--- config.mk ---
export PLATFORM = sky130hd
export DESIGN_NAME = encoder_rate_estimator
export DESIGN_NICKNAME = d
export VERILOG_FILES = /design/src/rtl/erst_pkg.sv /design/src/rtl/encoder_rate_estimator.sv /design/src/rtl/erst_front.sv /design/src/rtl/erst_queue.sv /design/src/rtl/erst_back.sv
export SDC_FILE = /design/constraint.sdc
export NUM_CORES = 2
export LEC_CHECK = 0
export ABC_AREA = 1
export BUFFER_PORTS_ARGS = -buffer_cell sky130_fd_sc_hd__buf_2
export CORE_ASPECT_RATIO = 1.75
export CORE_MARGIN = 5
export CORE_UTILIZATION = 30
export CTS_BUF_LIST = sky130_fd_sc_hd__clkbuf_8
export CTS_CLUSTER_SIZE = 40
export DETAILED_ROUTE_END_ITERATION = 12
export GPL_ROUTABILITY_DRIVEN = 0
export HOLD_SLACK_MARGIN = 0.15
export REMOVE_ABC_BUFFERS = 1
export SLEW_MARGIN = 20
export SYNTH_ARGS = -nofsm -noshare
export SYNTH_HDL_FRONTEND = slang
export SYNTH_SLANG_ARGS = --single-unit
--- constraint.sdc ---
create_clock -name clk -period 14.3 [get_ports clk]
set_input_delay 0.715 -clock clk [delete_from_list [all_inputs] [get_ports clk]]
set_output_delay 0.715 -clock clk [all_outputs]
set_load 0.1 [all_outputs]
--- src/rtl/erst_pkg.sv ---
`timescale 1ns / 1ps
package erst_pkg;

  localparam int WHEELS  = 3;
  localparam int CNT_W   = 16;
  localparam int DELTA_W = 17;
  localparam int EL_W    = 32;
  localparam int RATE_W  = 32;
  localparam int PROD_W  = 35;
  localparam int PER_W   = 10;
  localparam int IN_W    = 80;
  localparam int OUT_W   = 248;
  localparam int CFG_IDX_W = 2;

  localparam logic [19:0]         US_PER_S    = 20'd1000000;
  localparam logic [PER_W-1:0]    PERIOD_MIN  = 10'd5;
  localparam logic [PER_W-1:0]    PERIOD_MAX  = 10'd1000;
  localparam logic [PER_W-1:0]    PERIOD_RST  = 10'd10;
  localparam logic [19:0]         MS_TO_US    = 20'd1000;
  localparam logic [EL_W-1:0]     MIN_ELAPSED = 32'd1000;

  localparam logic [CFG_IDX_W-1:0] CFG_PERIOD = 2'd0;
  localparam logic [CFG_IDX_W-1:0] CFG_INVERT = 2'd1;

  typedef logic signed [DELTA_W-1:0] delta_t;

  typedef struct packed {
    logic                           clear;
    logic [WHEELS-1:0][DELTA_W-1:0] delta;
    logic [EL_W-1:0]                divisor;
  } entry_t;

  typedef struct packed {
    logic full;
    logic empty;
  } q_stat_t;

  typedef enum logic [2:0] {
    BK_IDLE,
    BK_MUL,
    BK_DIV,
    BK_UPD,
    BK_DONE
  } bk_state_t;

endpackage

--- src/rtl/encoder_rate_estimator.sv ---
`timescale 1ns / 1ps
// With the back end idle, out_tvalid rises once a sample has passed MUL, DIV and UPD
// for each wheel, then DONE; a clear goes from IDLE straight to DONE. One sample at a
// time uses the one-bit-per-cycle divider (35 steps plus multiply and update per
// wheel, plus load and output) shared by the three wheels; a stalled result waits.
// A queue of QUEUE_DEPTH entries takes new beats while the back end works.
// Reset (rst_n low, synchronous): state and queue clear, period 10 ms, no inversion.
module encoder_rate_estimator #(
  parameter int QUEUE_DEPTH = 2
) (
  input  logic                           clk,
  input  logic                           rst_n,
  input  logic                           in_tvalid,
  output logic                           in_tready,
  input  logic [0:0]                     in_tuser,   // operation
  input  logic [erst_pkg::IN_W-1:0]      in_tdata,   // count_wheel0..2, interval in us
  output logic                           out_tvalid,
  input  logic                           out_tready,
  // delta_wheel0..2, rate_wheel0..2, total_wheel0..2, zero pad
  output logic [erst_pkg::OUT_W-1:0]     out_tdata,
  input  logic                           cfg_valid,
  output logic                           cfg_ready,
  input  logic [erst_pkg::CFG_IDX_W-1:0] cfg_index,
  input  logic [erst_pkg::PER_W-1:0]     cfg_data
);

  erst_pkg::q_stat_t q_stat;
  erst_pkg::entry_t  q_wdata, q_rdata;
  logic              q_push, q_pop;

  erst_front u_front (
    .clk       (clk),
    .rst_n     (rst_n),
    .in_tvalid (in_tvalid),
    .in_tready (in_tready),
    .in_tuser  (in_tuser),
    .in_tdata  (in_tdata),
    .cfg_valid (cfg_valid),
    .cfg_ready (cfg_ready),
    .cfg_index (cfg_index),
    .cfg_data  (cfg_data),
    .q_stat    (q_stat),
    .q_push    (q_push),
    .q_wdata   (q_wdata)
  );

  erst_queue #(.DEPTH(QUEUE_DEPTH)) u_queue (
    .clk   (clk),
    .rst_n (rst_n),
    .push  (q_push),
    .wdata (q_wdata),
    .pop   (q_pop),
    .rdata (q_rdata),
    .stat  (q_stat)
  );

  erst_back u_back (
    .clk        (clk),
    .rst_n      (rst_n),
    .q_stat     (q_stat),
    .q_rdata    (q_rdata),
    .q_pop      (q_pop),
    .out_tvalid (out_tvalid),
    .out_tready (out_tready),
    .out_tdata  (out_tdata)
  );

endmodule

--- src/rtl/erst_front.sv ---
`timescale 1ns / 1ps
module erst_front (
  input  logic                           clk,
  input  logic                           rst_n,
  input  logic                           in_tvalid,
  output logic                           in_tready,
  input  logic [0:0]                     in_tuser,
  input  logic [erst_pkg::IN_W-1:0]      in_tdata,
  input  logic                           cfg_valid,
  output logic                           cfg_ready,
  input  logic [erst_pkg::CFG_IDX_W-1:0] cfg_index,
  input  logic [erst_pkg::PER_W-1:0]     cfg_data,
  input  erst_pkg::q_stat_t              q_stat,
  output logic                           q_push,
  output erst_pkg::entry_t               q_wdata
);

  logic [erst_pkg::PER_W-1:0]  period_r;
  logic [erst_pkg::WHEELS-1:0] invert_r;
  logic [erst_pkg::PER_W-1:0]  period_cl;
  logic [19:0]                 period_us;
  logic [erst_pkg::EL_W-1:0]   elapsed;

  assign cfg_ready = 1'b1;

  always_ff @(posedge clk) begin
    if (!rst_n) begin
      period_r <= erst_pkg::PERIOD_RST;
      invert_r <= '0;
    end else if (cfg_valid && cfg_ready) begin
      case (cfg_index)
        erst_pkg::CFG_PERIOD: period_r <= cfg_data;
        erst_pkg::CFG_INVERT: invert_r <= cfg_data[erst_pkg::WHEELS-1:0];
        default: ;
      endcase
    end
  end

  assign in_tready = !q_stat.full;
  assign q_push    = in_tvalid && in_tready;

  always_comb begin
    if (period_r < erst_pkg::PERIOD_MIN) period_cl = erst_pkg::PERIOD_MIN;
    else if (period_r > erst_pkg::PERIOD_MAX) period_cl = erst_pkg::PERIOD_MAX;
    else period_cl = period_r;
  end

  assign period_us = {10'd0, period_cl} * erst_pkg::MS_TO_US;
  assign elapsed   = in_tdata[erst_pkg::IN_W-1 -: erst_pkg::EL_W];

  always_comb begin
    logic signed [erst_pkg::DELTA_W-1:0] c;
    q_wdata.clear   = in_tuser[0];
    q_wdata.divisor = (elapsed < erst_pkg::MIN_ELAPSED) ? {12'd0, period_us} : elapsed;
    for (int i = 0; i < erst_pkg::WHEELS; i++) begin
      c = {in_tdata[i*erst_pkg::CNT_W + erst_pkg::CNT_W - 1],
           in_tdata[i*erst_pkg::CNT_W +: erst_pkg::CNT_W]};
      q_wdata.delta[i] = invert_r[i] ? -c : c;
    end
  end

endmodule

--- src/rtl/erst_queue.sv ---
`timescale 1ns / 1ps
module erst_queue #(
  parameter int DEPTH = 2
) (
  input  logic              clk,
  input  logic              rst_n,
  input  logic              push,
  input  erst_pkg::entry_t  wdata,
  input  logic              pop,
  output erst_pkg::entry_t  rdata,
  output erst_pkg::q_stat_t stat
);

  localparam int PTR_W = (DEPTH > 1) ? $clog2(DEPTH) : 1;
  localparam int FILL_W = $clog2(DEPTH + 1);
  localparam logic [PTR_W-1:0]  LAST = PTR_W'(DEPTH - 1);
  localparam logic [FILL_W-1:0] FULL = FILL_W'(DEPTH);

  erst_pkg::entry_t mem_r [DEPTH];
  logic [PTR_W-1:0]  wr_ptr_r, rd_ptr_r;
  logic [FILL_W-1:0] fill_r;
  logic              do_push, do_pop;

  assign stat.full  = (fill_r == FULL);
  assign stat.empty = (fill_r == '0);
  assign do_push    = push && !stat.full;
  assign do_pop     = pop && !stat.empty;
  assign rdata      = mem_r[rd_ptr_r];

  always_ff @(posedge clk) begin
    if (do_push) mem_r[wr_ptr_r] <= wdata;
  end

  always_ff @(posedge clk) begin
    if (!rst_n) begin
      wr_ptr_r <= '0;
      rd_ptr_r <= '0;
      fill_r   <= '0;
    end else begin
      if (do_push) wr_ptr_r <= (wr_ptr_r == LAST) ? '0 : wr_ptr_r + 1'b1;
      if (do_pop)  rd_ptr_r <= (rd_ptr_r == LAST) ? '0 : rd_ptr_r + 1'b1;
      if (do_push && !do_pop) fill_r <= fill_r + 1'b1;
      else if (do_pop && !do_push) fill_r <= fill_r - 1'b1;
    end
  end

endmodule

--- src/rtl/erst_back.sv ---
`timescale 1ns / 1ps
module erst_back (
  input  logic                       clk,
  input  logic                       rst_n,
  input  erst_pkg::q_stat_t          q_stat,
  input  erst_pkg::entry_t           q_rdata,
  output logic                       q_pop,
  output logic                       out_tvalid,
  input  logic                       out_tready,
  output logic [erst_pkg::OUT_W-1:0] out_tdata
);

  localparam int DW = erst_pkg::DELTA_W;
  localparam int RW = erst_pkg::RATE_W;
  localparam int PW = erst_pkg::PROD_W;
  localparam int NW = erst_pkg::WHEELS;
  localparam logic [5:0] DIV_LAST = 6'(PW - 1);
  localparam logic [1:0] W_LAST   = 2'(NW - 1);

  erst_pkg::bk_state_t state_r, state_nxt;
  erst_pkg::entry_t    ent_r;
  logic [1:0]          w_r;
  logic [5:0]          cnt_r;
  logic [PW-1:0]       quo_r;
  logic [RW-1:0]       rem_r;
  logic signed [RW-1:0] filt_r [NW];
  logic signed [RW-1:0] tot_r  [NW];
  logic                have_r;
  logic                out_valid_r;
  logic [erst_pkg::OUT_W-1:0] out_data_r;

  logic                ld_item, ld_out, out_free;
  logic signed [DW-1:0] d_cur;
  logic [DW-1:0]       mag;
  logic [32:0]         div_sh, div_sub;
  logic                div_ge;
  logic signed [RW-1:0] rate;
  logic signed [34:0]  fsum, fadj;
  logic signed [RW-1:0] filt_new;
  logic signed [32:0]  tsum;
  logic signed [RW-1:0] tot_new;
  logic [erst_pkg::OUT_W-1:0] pack;

  assign out_free = !out_valid_r || out_tready;

  always_comb begin
    state_nxt = state_r;
    case (state_r)
      erst_pkg::BK_IDLE: if (!q_stat.empty) begin
        state_nxt = q_rdata.clear ? erst_pkg::BK_DONE : erst_pkg::BK_MUL;
      end
      erst_pkg::BK_MUL: state_nxt = erst_pkg::BK_DIV;
      erst_pkg::BK_DIV: if (cnt_r == DIV_LAST) state_nxt = erst_pkg::BK_UPD;
      erst_pkg::BK_UPD: state_nxt = (w_r == W_LAST) ? erst_pkg::BK_DONE : erst_pkg::BK_MUL;
      erst_pkg::BK_DONE: if (out_free) state_nxt = erst_pkg::BK_IDLE;
      default: state_nxt = erst_pkg::BK_IDLE;
    endcase
  end

  always_comb begin
    ld_item = 1'b0;
    ld_out  = 1'b0;
    case (state_r)
      erst_pkg::BK_IDLE: ld_item = !q_stat.empty;
      erst_pkg::BK_DONE: ld_out  = out_free;
      default: ;
    endcase
  end

  assign q_pop = ld_item;

  assign d_cur = $signed(ent_r.delta[w_r]);
  assign mag   = d_cur[DW-1] ? DW'(-d_cur) : DW'(d_cur);

  assign div_sh  = {rem_r, quo_r[PW-1]};
  assign div_sub = div_sh - {1'b0, ent_r.divisor};
  assign div_ge  = (div_sh >= {1'b0, ent_r.divisor});

  assign rate = d_cur[DW-1] ? -$signed(quo_r[RW-1:0]) : $signed(quo_r[RW-1:0]);

  always_comb begin
    logic signed [34:0] old35;
    old35    = 35'(filt_r[w_r]);
    fsum     = old35 + (old35 <<< 1) + 35'(rate);
    fadj     = fsum[34] ? fsum + 35'sd3 : fsum;
    filt_new = have_r ? fadj[33:2] : rate;
  end

  always_comb begin
    tsum = 33'(tot_r[w_r]) + 33'(d_cur);
    if (tsum[32] != tsum[31]) tot_new = tsum[32] ? {1'b1, 31'd0} : {1'b0, {31{1'b1}}};
    else tot_new = tsum[31:0];
  end

  always_comb begin
    pack = '0;
    for (int i = 0; i < NW; i++) begin
      pack[i*DW +: DW]               = ent_r.clear ? '0 : ent_r.delta[i];
      pack[NW*DW + i*RW +: RW]       = filt_r[i];
      pack[NW*(DW+RW) + i*RW +: RW]  = tot_r[i];
    end
  end

  always_ff @(posedge clk) begin
    if (ld_item) ent_r <= q_rdata;
    if (ld_out) out_data_r <= pack;
    case (state_r)
      erst_pkg::BK_MUL: begin
        quo_r <= PW'({3'd0, mag} * erst_pkg::US_PER_S);
        rem_r <= '0;
      end
      erst_pkg::BK_DIV: begin
        quo_r <= {quo_r[PW-2:0], div_ge};
        rem_r <= div_ge ? div_sub[RW-1:0] : div_sh[RW-1:0];
      end
      default: ;
    endcase
  end

  always_ff @(posedge clk) begin
    if (!rst_n) begin
      state_r     <= erst_pkg::BK_IDLE;
      w_r         <= '0;
      cnt_r       <= '0;
      have_r      <= 1'b0;
      out_valid_r <= 1'b0;
      for (int i = 0; i < NW; i++) begin
        filt_r[i] <= '0;
        tot_r[i]  <= '0;
      end
    end else begin
      state_r <= state_nxt;
      if (ld_item) begin
        w_r <= '0;
        if (q_rdata.clear) begin
          have_r <= 1'b0;
          for (int i = 0; i < NW; i++) begin
            filt_r[i] <= '0;
            tot_r[i]  <= '0;
          end
        end
      end
      case (state_r)
        erst_pkg::BK_MUL: cnt_r <= '0;
        erst_pkg::BK_DIV: cnt_r <= cnt_r + 1'b1;
        erst_pkg::BK_UPD: begin
          filt_r[w_r] <= filt_new;
          tot_r[w_r]  <= tot_new;
          w_r         <= w_r + 1'b1;
        end
        default: ;
      endcase
      if (ld_out) begin
        out_valid_r <= 1'b1;
        if (!ent_r.clear) have_r <= 1'b1;
      end else if (out_tready) begin
        out_valid_r <= 1'b0;
      end
    end
  end

  assign out_tvalid = out_valid_r;
  assign out_tdata  = out_data_r;

endmodule

==> metrics.txt <==
# TYPE chip_impl_metric gauge
chip_impl_metric{name="post_cts_buffers",unit=""} 0
chip_impl_metric{name="timing.final.crit_share",unit=""} 0.556
chip_impl_metric{name="globalRouteMet2Util",unit=""} 0.307
chip_impl_metric{name="dr_total_vias",unit=""} 35151
chip_impl_metric{name="final.setup.tns",unit="ps"} 0
chip_impl_metric{name="slew_viol_final",unit=""} 0
chip_impl_metric{name="cts.sink_count",unit=""} 851
chip_impl_metric{name="timing.max_cap.violations",unit=""} 0
chip_impl_info{name="count_leader_synth",value="sky130_fd_sc_hd__edfxtp_1"} 1
chip_impl_metric{name="buffer_ports.inserted",unit=""} 342
chip_impl_info{name="rsz0062_at_grt",value="false"} 1
chip_impl_metric{name="final.min_clock_period",unit="ps"} 7960
chip_impl_metric{name="grtUsageMet3",unit=""} 0.0231
chip_impl_metric{name="synth_enable_flop_cells",unit=""} 818
chip_impl_metric{name="antenna_found_initial",unit=""} 3
chip_impl_info{name="critPathLaunchType",value="flop"} 1
chip_impl_info{name="critical-path-slowest-cell",value="sky130_fd_sc_hd__dfxtp_1"} 1
chip_impl_metric{name="layout_cell_share_with_drive_strength_beyond_1",unit=""} 0.141
chip_impl_info{name="hold_path_class",value="input pin to flop"} 1
chip_impl_metric{name="worstPathMaxFanout",unit=""} 18
chip_impl_metric{name="yosys.area.top_type_share",unit=""} 0.514
chip_impl_metric{name="timing.slew.headroom",unit=""} 0.259
chip_impl_metric{name="synth_seq_area_share",unit=""} 0.527
chip_impl_info{name="path_common_cell",value="sky130_fd_sc_hd__ha_1"} 1
chip_impl_metric{name="synth_warnings",unit=""} 0
chip_impl_info{name="main_synth_ff_type",value="sky130_fd_sc_hd__edfxtp_1"} 1
chip_impl_metric{name="critical_path_required",unit="ps"} 14870
chip_impl_metric{name="drt_pre_antenna_iters",unit=""} 6
chip_impl_info{name="post-synth-top-area-cell",value="sky130_fd_sc_hd__edfxtp_1"} 1
chip_impl_metric{name="floorplan.rows",unit=""} 194
chip_impl_metric{name="core_area",unit="mm2"} 0.159
chip_impl_metric{name="final.hold.worst_slack",unit="ps"} 259
chip_impl_metric{name="synthToLayoutAreaGrowth",unit="%"} 15.1
chip_impl_metric{name="cpPeakStageDelay",unit="ps"} 740
chip_impl_info{name="status",value="finished, final reports clean"} 1
chip_impl_info{name="synth.top_cells.by_count",value="sky130_fd_sc_hd__edfxtp_1, sky130_fd_sc_hd__nand2_1, sky130_fd_sc_hd__inv_1"} 1
chip_impl_metric{name="dpl_cell_area",unit="mm2"} 0.0517
chip_impl_metric{name="setup_viol",unit=""} 0
chip_impl_metric{name="grt_use_met1",unit=""} 0.168
chip_impl_metric{name="first_iter_violations",unit=""} 1913
chip_impl_metric{name="die_h",unit="um"} 538
chip_impl_metric{name="io_pins",unit=""} 349
chip_impl_metric{name="floorplan.initialDensity",unit=""} 0.300
chip_impl_metric{name="grt_first_pass_wirelength",unit="um"} 208000
chip_impl_metric{name="max-clock-path-buffers",unit=""} 4
chip_impl_metric{name="routed_wl",unit="um"} 138000
chip_impl_metric{name="drt.antenna.violating_nets",unit=""} 0
chip_impl_metric{name="max_slew.worst_pin.slew",unit="ps"} 1110
chip_impl_metric{name="worst_ep_arrival_time",unit="ps"} 8530
chip_impl_metric{name="cts_max_level",unit=""} 4
chip_impl_metric{name="clk_transition_reported_paths",unit="ps"} 70
chip_impl_metric{name="cts_made_buffers",unit=""} 140
chip_impl_metric{name="grt.overflow.total",unit=""} 0
chip_impl_metric{name="design.die.area",unit="mm2"} 0.168
chip_impl_metric{name="final.setup.worst_slack",unit="ps"} 6340
chip_impl_metric{name="async_flop_share",unit=""} 0
chip_impl_metric{name="synth_seq_cells",unit=""} 851
chip_impl_metric{name="grt_util_all_layers",unit=""} 0.159
chip_impl_metric{name="postLayoutCellArea",unit="mm2"} 0.0550
chip_impl_metric{name="dp_worst_setup_slack",unit="ps"} 6420
chip_impl_metric{name="hpwl_after_detailed_placement",unit="um"} 103000
chip_impl_metric{name="worst_skew_pair.late_latency",unit="ps"} 860
chip_impl_metric{name="fp.dieW",unit="um"} 312
chip_impl_metric{name="fin_skew",unit="ps"} 85.9
chip_impl_info{name="clock_tree.root_cell",value="sky130_fd_sc_hd__clkbuf_8"} 1
chip_impl_info{name="worst_setup_path_end_kind",value="flop"} 1
chip_impl_metric{name="syn_area",unit="mm2"} 0.0478
chip_impl_metric{name="ys_types",unit=""} 59
chip_impl_metric{name="first_global_vias",unit=""} 35855
chip_impl_metric{name="pin_count_of_the_biggest_net_entering_global_routing",unit=""} 151
chip_impl_metric{name="postSynthCellCount",unit=""} 4775
chip_impl_metric{name="routed_via_density",unit=""} 4.78
chip_impl_metric{name="design.final.nets",unit=""} 5662
chip_impl_metric{name="drc",unit=""} 0
chip_impl_info{name="netlist_top_cells_area",value="sky130_fd_sc_hd__edfxtp_1, sky130_fd_sc_hd__ha_1, sky130_fd_sc_hd__nand2_1"} 1
chip_impl_info{name="gr-max-usage-layer",value="met2"} 1
chip_impl_metric{name="syn_area_per_cell",unit="um2"} 10.0
chip_impl_metric{name="fmaxAchievable",unit="MHz"} 126
chip_impl_info{name="clock_tree_from_tritoncts",value="yes"} 1
chip_impl_metric{name="final_hold_vio_count",unit=""} 0
chip_impl_metric{name="routed_wirelength_normalized_by_instance_count",unit="um"} 18.8
chip_impl_info{name="timing.setup.critical_path_class",value="flop to flop"} 1
==> sequential cells by signal, indices dropped and copies added (netlist names), named ones only <==
signal	flops
u_back.quo_r	35
u_back.out_tvalid	1
u_back.ent_r	84
u_back.tot_r	128
u_back.w_r	2
u_back.rem_r	32
u_back.out_tdata	51
u_back.state_r	3
u_queue.rd_ptr_r	1
u_back.have_r	1
u_queue.mem_r	168
u_back.filt_r	128
out_tdata	192
u_back.cnt_r	6
u_front.invert_r	3
u_queue.fill_r	2
u_front.period_r	10
u_queue.wr_ptr_r	1
==> kinds of logic (layout without fill, tap and decap cells) <==
| logic type | count (synthesis) | in the layout | share of synthesized area |
|---|---|---|---|
| XOR/XNOR | 190 | 190 | 0.0354 |
| multiplexers | 83 | 83 | 0.0195 |
| flip-flops | 851 | 851 | 0.527 |
| AO/OA/AOI/OAI | 789 | 789 | 0.0914 |
| other | 2 | 9 | 0.000157 |
| adder cells (fa/ha/maj) | 360 | 360 | 0.112 |
| AND/OR/NAND/NOR | 1710 | 1710 | 0.149 |
| buffers and inverters | 790 | 1304 | 0.0652 |
==> cells in the final DEF, fill, tap and decap left out, types with 13 or more instances in the layout <==
cell	instances
sky130_fd_sc_hd__nand4_1	34
sky130_fd_sc_hd__dfxtp_1	30
sky130_fd_sc_hd__nand2_1	801
sky130_fd_sc_hd__o21ai_0	295
sky130_fd_sc_hd__xor2_1	116
sky130_fd_sc_hd__nor2_1	575
sky130_fd_sc_hd__nand2_2	21
sky130_fd_sc_hd__buf_4	29
sky130_fd_sc_hd__nor3_1	40
sky130_fd_sc_hd__o21ai_1	14
sky130_fd_sc_hd__inv_1	629
sky130_fd_sc_hd__nand3b_1	14
sky130_fd_sc_hd__nor4_1	18
sky130_fd_sc_hd__o21a_1	16
sky130_fd_sc_hd__clkinv_2	15
sky130_fd_sc_hd__clkinv_1	32
sky130_fd_sc_hd__o22ai_1	64
sky130_fd_sc_hd__nor2_2	13
sky130_fd_sc_hd__edfxtp_1	818
sky130_fd_sc_hd__a21oi_1	288
sky130_fd_sc_hd__mux2_2	83
sky130_fd_sc_hd__fa_1	114
sky130_fd_sc_hd__clkbuf_8	143
sky130_fd_sc_hd__ha_1	246
sky130_fd_sc_hd__xnor2_1	70
sky130_fd_sc_hd__a31oi_1	15
sky130_fd_sc_hd__buf_2	342
sky130_fd_sc_hd__a21o_1	18
sky130_fd_sc_hd__o21bai_1	17
sky130_fd_sc_hd__nand3_1	147
sky130_fd_sc_hd__dlygate4sd3_1	71
sky130_fd_sc_hd__inv_2	21
==> worst max-delay path: cells and delay by family (launching register included) <==
kind                     cells  cell delay [ps]
AND/OR/NAND/NOR             10             1310
AO/OA/AOI/OAI                5             1050
XOR/XNOR                     1              630
adder cells (fa/ha/maj)      8             3110
flip-flops                   1              740
buffers and inverters        6              830
==> worst paths after layout <==
kind	from	cells after the start	end	slack [ps]
worst max-delay path	u_back.w_r[1]$_SDFFE_PN0N_	30	u_back.quo_r[31]$_DFFE_PP_	6340
worst min-delay path	in_tdata[8]	2	u_queue.mem_r[1][40]$_DFFE_PP_	260
worst max register to register	u_back.w_r[1]$_SDFFE_PN0N_	30	u_back.quo_r[31]$_DFFE_PP_	6340
worst min register to register	u_back.filt_r[1][5]$_SDFFCE_PN0P_	0	out_tdata[88]$_DFFE_PP_	410
==> metrics by stage <==
| step | utilization | instances |
|---|---|---|
| 6_report | 0.346 | 7354 |
| 3_5_place_dp | 0.325 | 7049 |
| 4_1_cts | 0.346 | 7351 |
| 3_3_place_gp | 0.325 | 7049 |
| 5_1_grt | 0.346 | 7352 |
| 2_1_floorplan | - | 4619 |
==> repair_timing <==
action                                 4_1_cts  5_1_grt
endpoints found under the hold margin      134        0
hold buffers                                71        0
resized for setup                            0        0
==> layer usage <==
metal	wire length, um	share of wire
met5	13	0.000094
met4	7310	0.053
met3	5960	0.043
met2	74100	0.54
met1	50800	0.37
==> area by class of cell <==
| type | instances | area [um2] |
|---|---|---|
| fill | 16099 | 104000 |
| sequential | 851 | 25200 |
| multi-input combinational | 3138 | 19600 |
| timing repair buffer | 443 | 2660 |
| tap | 2058 | 2570 |
| inverter | 630 | 2370 |
| clock buffer | 143 | 1970 |
| clock inverter | 88 | 642 |
| antenna | 3 | 7.51 |
Power is not shown: default switching activity piles up to over one toggle a cycle in this logic, so the estimate is an artifact.
